[src/cpt_pkg.sv]
// Shared types and constants for the closest-point-on-triangle block.
// No dependencies; imported by every module of the block.
package cpt_pkg;

    localparam int COORD_WIDTH = 16;
    localparam int CFG_W       = 48;
    localparam int CFG_IDX_W   = 2;
    localparam int EXT_W       = (3 * COORD_WIDTH > CFG_W) ? 3 * COORD_WIDTH : CFG_W;

    localparam int DIFF_W  = COORD_WIDTH + 1;
    localparam int PROD_W  = 2 * DIFF_W;
    localparam int DOT_W   = PROD_W + 2;
    localparam int LO_W    = DOT_W / 2;
    localparam int HI_W    = DOT_W - LO_W;
    localparam int PP_W    = DOT_W + 2;
    localparam int M_W     = 2 * DOT_W;
    localparam int V_W     = M_W + 1;
    localparam int DEN_W   = V_W + 2;
    localparam int CH_W    = (V_W + 2) / 3;
    localparam int CHX_W   = 3 * CH_W;
    localparam int PN_W    = DIFF_W + CH_W + 1;
    localparam int NUM_W   = DIFF_W + V_W + 1;
    localparam int QB      = COORD_WIDTH + 2;
    localparam int MAG_W   = QB + 1;
    localparam int DVS_W   = DEN_W + 1;
    localparam int CMP_W   = (NUM_W + 2 > DVS_W + QB) ? NUM_W + 2 : DVS_W + QB;
    localparam int SUM_W   = COORD_WIDTH + 4;

    localparam int Q_DEPTH   = 8;
    localparam int Q_AW      = $clog2(Q_DEPTH);
    localparam int FRONT_LAT = 6;

    typedef enum logic [2:0] {
        REG_VA  = 3'd0,
        REG_VB  = 3'd1,
        REG_EAB = 3'd2,
        REG_VC  = 3'd3,
        REG_EAC = 3'd4,
        REG_EBC = 3'd5,
        REG_IN  = 3'd6
    } region_t;

    typedef enum logic [CFG_IDX_W-1:0] {
        CFG_VA = 2'd0,
        CFG_VB = 2'd1,
        CFG_VC = 2'd2
    } cfg_idx_t;

    typedef logic signed [COORD_WIDTH-1:0] coord_t;
    typedef logic [2:0][COORD_WIDTH-1:0]   vec_t;

    typedef struct packed {
        vec_t a;
        vec_t b;
        vec_t c;
    } tri_t;

    typedef struct packed {
        region_t                  region;
        logic                     weighted;
        logic signed [V_W-1:0]    n1;
        logic signed [V_W-1:0]    n2;
        logic signed [DEN_W-1:0]  den;
    } job_t;

    typedef struct packed {
        logic push;
        job_t job;
    } push_t;

endpackage

[src/cpt_queue.sv]
// Short job queue between front and back ends, registered read.
// Uses cpt_pkg.
module cpt_queue
(
    input  logic           clk,
    input  logic           rst_n,
    input  cpt_pkg::push_t fq,
    output logic           take,
    output cpt_pkg::job_t  job,
    output logic           busy
);
    import cpt_pkg::*;

    job_t             mem [Q_DEPTH];
    logic [Q_AW-1:0]  wr_ptr_reg;
    logic [Q_AW-1:0]  rd_ptr_reg;
    logic [Q_AW:0]    count_reg;
    logic [Q_AW:0]    count_next;
    logic             pop;
    logic             take_reg;
    job_t             job_reg;

    assign pop = (count_reg != '0);

    always_comb
    begin
        count_next = count_reg;
        if (fq.push && !pop)
            count_next = count_reg + 1'b1;
        else if (!fq.push && pop)
            count_next = count_reg - 1'b1;
    end

    always_ff @(posedge clk or negedge rst_n)
    begin
        if (!rst_n)
        begin
            wr_ptr_reg <= '0;
            rd_ptr_reg <= '0;
            count_reg  <= '0;
            take_reg   <= 1'b0;
        end
        else
        begin
            if (fq.push)
                wr_ptr_reg <= wr_ptr_reg + 1'b1;
            if (pop)
                rd_ptr_reg <= rd_ptr_reg + 1'b1;
            count_reg <= count_next;
            take_reg  <= pop;
        end
    end

    always_ff @(posedge clk)
    begin
        if (fq.push)
            mem[wr_ptr_reg] <= fq.job;
        if (pop)
            job_reg <= mem[rd_ptr_reg];
    end

    // hold off new requests while the front could still overrun the queue
    assign busy = (count_reg >= (Q_AW+1)'(Q_DEPTH - FRONT_LAT));
    assign take = take_reg;
    assign job  = job_reg;

`ifndef SYNTHESIS
    a_ovf : assert property (@(posedge clk) disable iff (!rst_n)
        count_reg == (Q_AW+1)'(Q_DEPTH) |-> !fq.push)
        else $error("queue overflow");
    a_pop : assert property (@(posedge clk) disable iff (!rst_n)
        pop |=> take)
        else $error("popped entry not delivered");
    a_lvl : assert property (@(posedge clk) disable iff (!rst_n)
        count_reg <= (Q_AW+1)'(Q_DEPTH))
        else $error("queue level out of range");
`endif

endmodule

[config.mk]
export PLATFORM = sky130hd
export DESIGN_NAME = cpt_queue
export DESIGN_NICKNAME = d
export VERILOG_FILES = /design/src/cpt_pkg.sv /design/src/cpt_queue.sv
export SDC_FILE = /design/constraint.sdc
export NUM_CORES = 2
export LEC_CHECK = 0
export BUFFER_PORTS_ARGS = -buffer_cell sky130_fd_sc_hd__buf_4
export CELL_PAD_IN_SITES_DETAIL_PLACEMENT = 0
export CELL_PAD_IN_SITES_GLOBAL_PLACEMENT = 1
export CORE_MARGIN = 4
export CORE_UTILIZATION = 49
export CTS_BUF_LIST = sky130_fd_sc_hd__clkbuf_4 sky130_fd_sc_hd__clkbuf_8 sky130_fd_sc_hd__clkbuf_16
export CTS_CLUSTER_DIAMETER = 50
export DETAILED_ROUTE_END_ITERATION = 12
export PLACE_DENSITY_LB_ADDON = 0.12
export SYNTH_ARGS = -nofsm -noshare
export SYNTH_HDL_FRONTEND = slang
export SYNTH_SLANG_ARGS = --single-unit
[constraint.sdc]
create_clock -name clk -period 15.2 [get_ports clk]
set_input_delay 0.76 -clock clk [delete_from_list [all_inputs] [get_ports clk]]
set_output_delay 0.76 -clock clk [all_outputs]
set_load 0.02 [all_outputs]
# Word-level counts from Yosys, hierarchy flattened
# Memories as Yosys holds them, arrays and structs flattened. A register that Yosys moved wholly into a read port is not among the register bits.
# Cells that the tools add are included.
totals:
  ff_bits: 11
  mem_bits_rw: 1800
  wordCells: 20
  mem_count: 1
classes:
  addsub: 4
  magnitude_cmp: 1
  mux: 4
  reduce_logical: 6
mem_list:
  columns: ["name", "depth", "word_bits", "read_ports", "rd_clocked_by_memory_dff", "wr", "line", "rtl"]
  rows:
  - ["mem", 8, 225, 1, 1, 1, "cpt_queue.sv:14", "job_t mem [Q_DEPTH];"]
op_table:
  columns: ["operator", "n"]
  rows:
  - ["$mux W4", 2]
  - ["$add A3 B1 Y3 const B", 2]
  - ["$add A4 B1 Y4 const B", 1]
  - ["$ge A4 B2 Y1 const B", 1]
  - ["$reduce_bool A4 Y1", 1]
  - ["$sub A4 B1 Y4 const B", 1]
  - ["$logic_and A1 B1 Y1", 2]
  - ["$logic_not A1 Y1", 2]
  - ["$mux W1", 2]
  - ["$reduce_bool A2 Y1", 1]

# Longest topological paths before layout
logic_depth:
  ltp_word: 4
  depth_mapped: 8

# Worst setup path before layout
# OpenSTA, ideal clock, no wires.
synth_timing:
  path_type: "input -> register"
  startpoint: "in fq[225] in the netlist's numbering"
  endpoint: "mem mem[0][0] in the netlist's numbering, enable pin"
  setup_ns: 1.086
  t_arrival_ns: 15.994
  setup_slack_ns: -1.880
  cell_stages: 2
  path_buffers: 0
  cell_sequence: "nand2b_1 > nor3_1"
synth_via:
  elab_chain_cells: 2
synth_rtl:
  columns: ["item", "line", "rtl"]
  rows:
  - ["start: declaration", "cpt_queue.sv:7", "input cpt_pkg::push_t fq,"]
  - ["$mux W1", "cpt_queue.sv:56", "if (fq.push)"]
  - ["$mux W1 (implied by the code)", "cpt_queue.sv:57", "mem[wr_ptr_reg] <= fq.job;"]
  - ["end: declaration", "cpt_queue.sv:14", null]
# Every way passes these cells.

==> metrics <==
Initial Util=0.493; Worst Path Required=between 15 and 20 ns; setup bufs post-CTS=0; Critical Path Slowest Stage Cell=dfrtp_4; Die Wd=399 µm; slowest stage delay, CP=1.29 ns; sequential fraction of the synthesis area=0.815; Pleak=28.6 nW; Area growth, synth to finish=16.9%; period utilization=0.332; Die Footprint=159000 µm²; adder-cell share of the synthesized area=0.000835; top cell type's share of synthesized area=0.812; largest cells by area after synthesis=edfxtp_1 (81%), mux4_2 (14%), mux2_2 (3.4%), buf_6 (0.65%), dfrtp_1 (0.37%); largest family of logic cells by synthesized area=multiplexers; fmax=0.198 GHz; Via density=5.64; Routability Congestion=0.723; Ports=~460; placed cell areas=80600 µm²; multiplexer share of the synthesized area=0.170; total track usage=0.203; IO buf count=454; max reg flops=between 1500 and 2000; Longest Clk Path Bufs=3; Pins Over Slew Limit=0; Cell variety after synth=26; PostCTS Resize Cnt=0; cell taking the most area after synthesis=edfxtp_1; std cell rows=143; crit path from=rd_ptr_reg[1]; Crit Path Category=flip-flop to flip-flop; Final ANT Viol Nets=0; Slew Limit Headroom=0.123; most frequent cells after synthesis=edfxtp_1 (2025), mux4_2 (450), mux2_2 (227), buf_6 (43), clkbuf_1 (38); fin area=87500 µm²; vias in the first global route=between 30000 and 40000; Warnings, synthesis=0; DRT Pass-1 Iters=5; Final #Nets=~3700; RSZ-0062 raised after global routing=false; global route overflow=0; Cell Area, Synth=74900 µm²; Post-synth EDFFs=2025; Skew-Pair Late Insertion Delay=0.80 ns; syn nets=~3100; Setup Skew=0.0321 ns; Sinks on Clock Net=2036; post-synthesis xor/xnor area fraction=0.000818; final std cells w/o fill=5694; DR WL/cell=28.3 µm; total CTS buffers=209; Vert. Die Dim=399 µm; Gate Count Post-Synth=2889; setup TNS=0 ns; most used cell, CP=buf_4; CTS tree=done; total of max-cap violations=0; worst endpoint data arrival time=5.59 ns; Tightest Pin Transition=1.32 ns; DR vias=32134; worst min-delay path category=primary input to flip-flop; ys flop type=edfxtp_1; global-route wire length before repair=234 mm; count of final setup violators=0; Post-synth ARST share=0.00540; Detail Placement HPWL=between 80 and 90 mm; PwrDens=201 nW/µm²; Final Critical Period=5.05 ns; DRC=0; final hold vios=0; crit end category=flip-flop; Avg Inst Size Synth=roughly 26 µm²; simple-gate share of the synthesized area=0.00170; maximum number of pins on one net before global-route repair=125; Synth Area in Compound Gates=0.000618; number of cells after detailed placement=5293; startpoint class of the critical path=flip-flop; H-tree depth=4; R2R Path Start=rd_ptr_reg[1]; Hold Crit Start=fq[225]; antenna violations before repair=30; count leader, synth=edfxtp_1; Yosys reg bits=roughly 2000; worst ir drop on vdd=0.251 mV; status=finished clean; CP bufs+invs=3; root buffer cell=clkbuf_16; delay-heaviest family, CP=buffers and inverters; share of layout cells above drive strength 1=0.422; CTS clk-pin slew, worst paths=0.06 ns; crit-path max FO=81; critical-path cell list=buf_4 > buf_4 > buf_4 > mux4_2 > mux2_2; drt first-iter violations=2282; WL final=approximately 160 mm; core area=152000 µm²
## worst paths after layout
kind                            endpoint  slack (ns)  depth (start not counted)
max                             job[101]       10.15                          5
min                        wr_ptr_reg[0]        0.19                          2
max reg2reg                     job[101]       10.15                          5
max in group asynchronous  rd_ptr_reg[2]       14.69                          2
min in group asynchronous   count_reg[2]        0.33                          2
min reg2reg                 count_reg[2]        0.54                          2
## metrics by stage
stage          setup WS [ns]  power [W]  hold WS (ns)   util
3_5_place_dp           10.14     0.0128         0.525  0.531
5_1_grt                 9.95     0.0184         0.135  0.576
3_3_place_gp           10.28     0.0127         0.497  0.531
6_report               10.15     0.0176         0.186  0.576
4_1_cts                10.12     0.0179         0.104  0.576
2_1_floorplan           4.17     0.0114         0.464      -
## metal layers
layer | GRT usage | vias to the layer above | part of all wire
li1 | - | 13645 | -
met1 | 0.277 | 17371 | 0.41
met2 | 0.332 | 841 | 0.50
met3 | 0.0501 | 251 | 0.066
met4 | 0.0551 | 26 | 0.019
met5 | 0 | - | 0.0011
## worst reg2reg max path, stage by stage (launching register included)
cell,delay [ns]
dfrtp_4,1.29
buf_4,0.90
buf_4,0.90
buf_4,0.97
mux4_2,0.46
mux2_2,0.28
## repair_timing
item | 4_1_cts | 5_1_grt
endpoints found under the setup margin | 0 | 0
endpoints found under the hold margin | 11 | 0
hold buffers | 1 | 0
## power breakdown
group	total [W]	internal (W)	switching [W]	leakage, nW
combinational	0.00462	0.00217	0.00245	6.35
clock	0.00503	0.00297	0.00206	3.44
sequential	0.00796	0.00751	0.000449	18.8
total	0.0176	0.0126	0.00496	28.6
## final cells by class
class | count | area, µm²
well taps | 2030 | 2540
diodes | 16 | 40.0
clock inverters | 113 | 1080
flip-flops and latches | 2036 | 61100
fillers | 10862 | 64400
repair buffers | 502 | 3910
multi-input cells | 724 | 13100
clock buffers | 271 | 5810
inverters | 2 | 15.0
## cells by family after synthesis
| logic type | count (synthesis) |
|---|---|
| compound gates | 7 |
| xor+xnor | 7 |
| fa+ha+maj | 5 |
| buf+inv | 129 |
| flops | 2036 |
| mux | 678 |
| simple gates | 27 |
## cell usage in the layout, fill, tap and decap left out, types with 2 or more instances in the layout
master         n
a21oi_1        2
buf_12        11
buf_4        490
bufinv_16     16
clkbuf_16    214
clkbuf_4      53
clkbuf_8       4
clkinv_1      36
clkinv_2      34
clkinv_4       6
clkinv_8       2
clkinvlp_4     8
dfrtp_1        8
dfrtp_4        3
diode_2       16
edfxtp_1    2025
ha_1           5
inv_16         2
inv_6          6
inv_8          3
mux2_2       227
mux4_2       450
nand2_1        7
nand2b_1       3
nand3_1        2
nor2_1         2
nor2_4         6
nor3_4         2
o211ai_1       2
o21ai_0        2
or3_1          2
xnor2_1        4
xor2_1         3
Note: power is estimated with default switching activity, not from simulation.
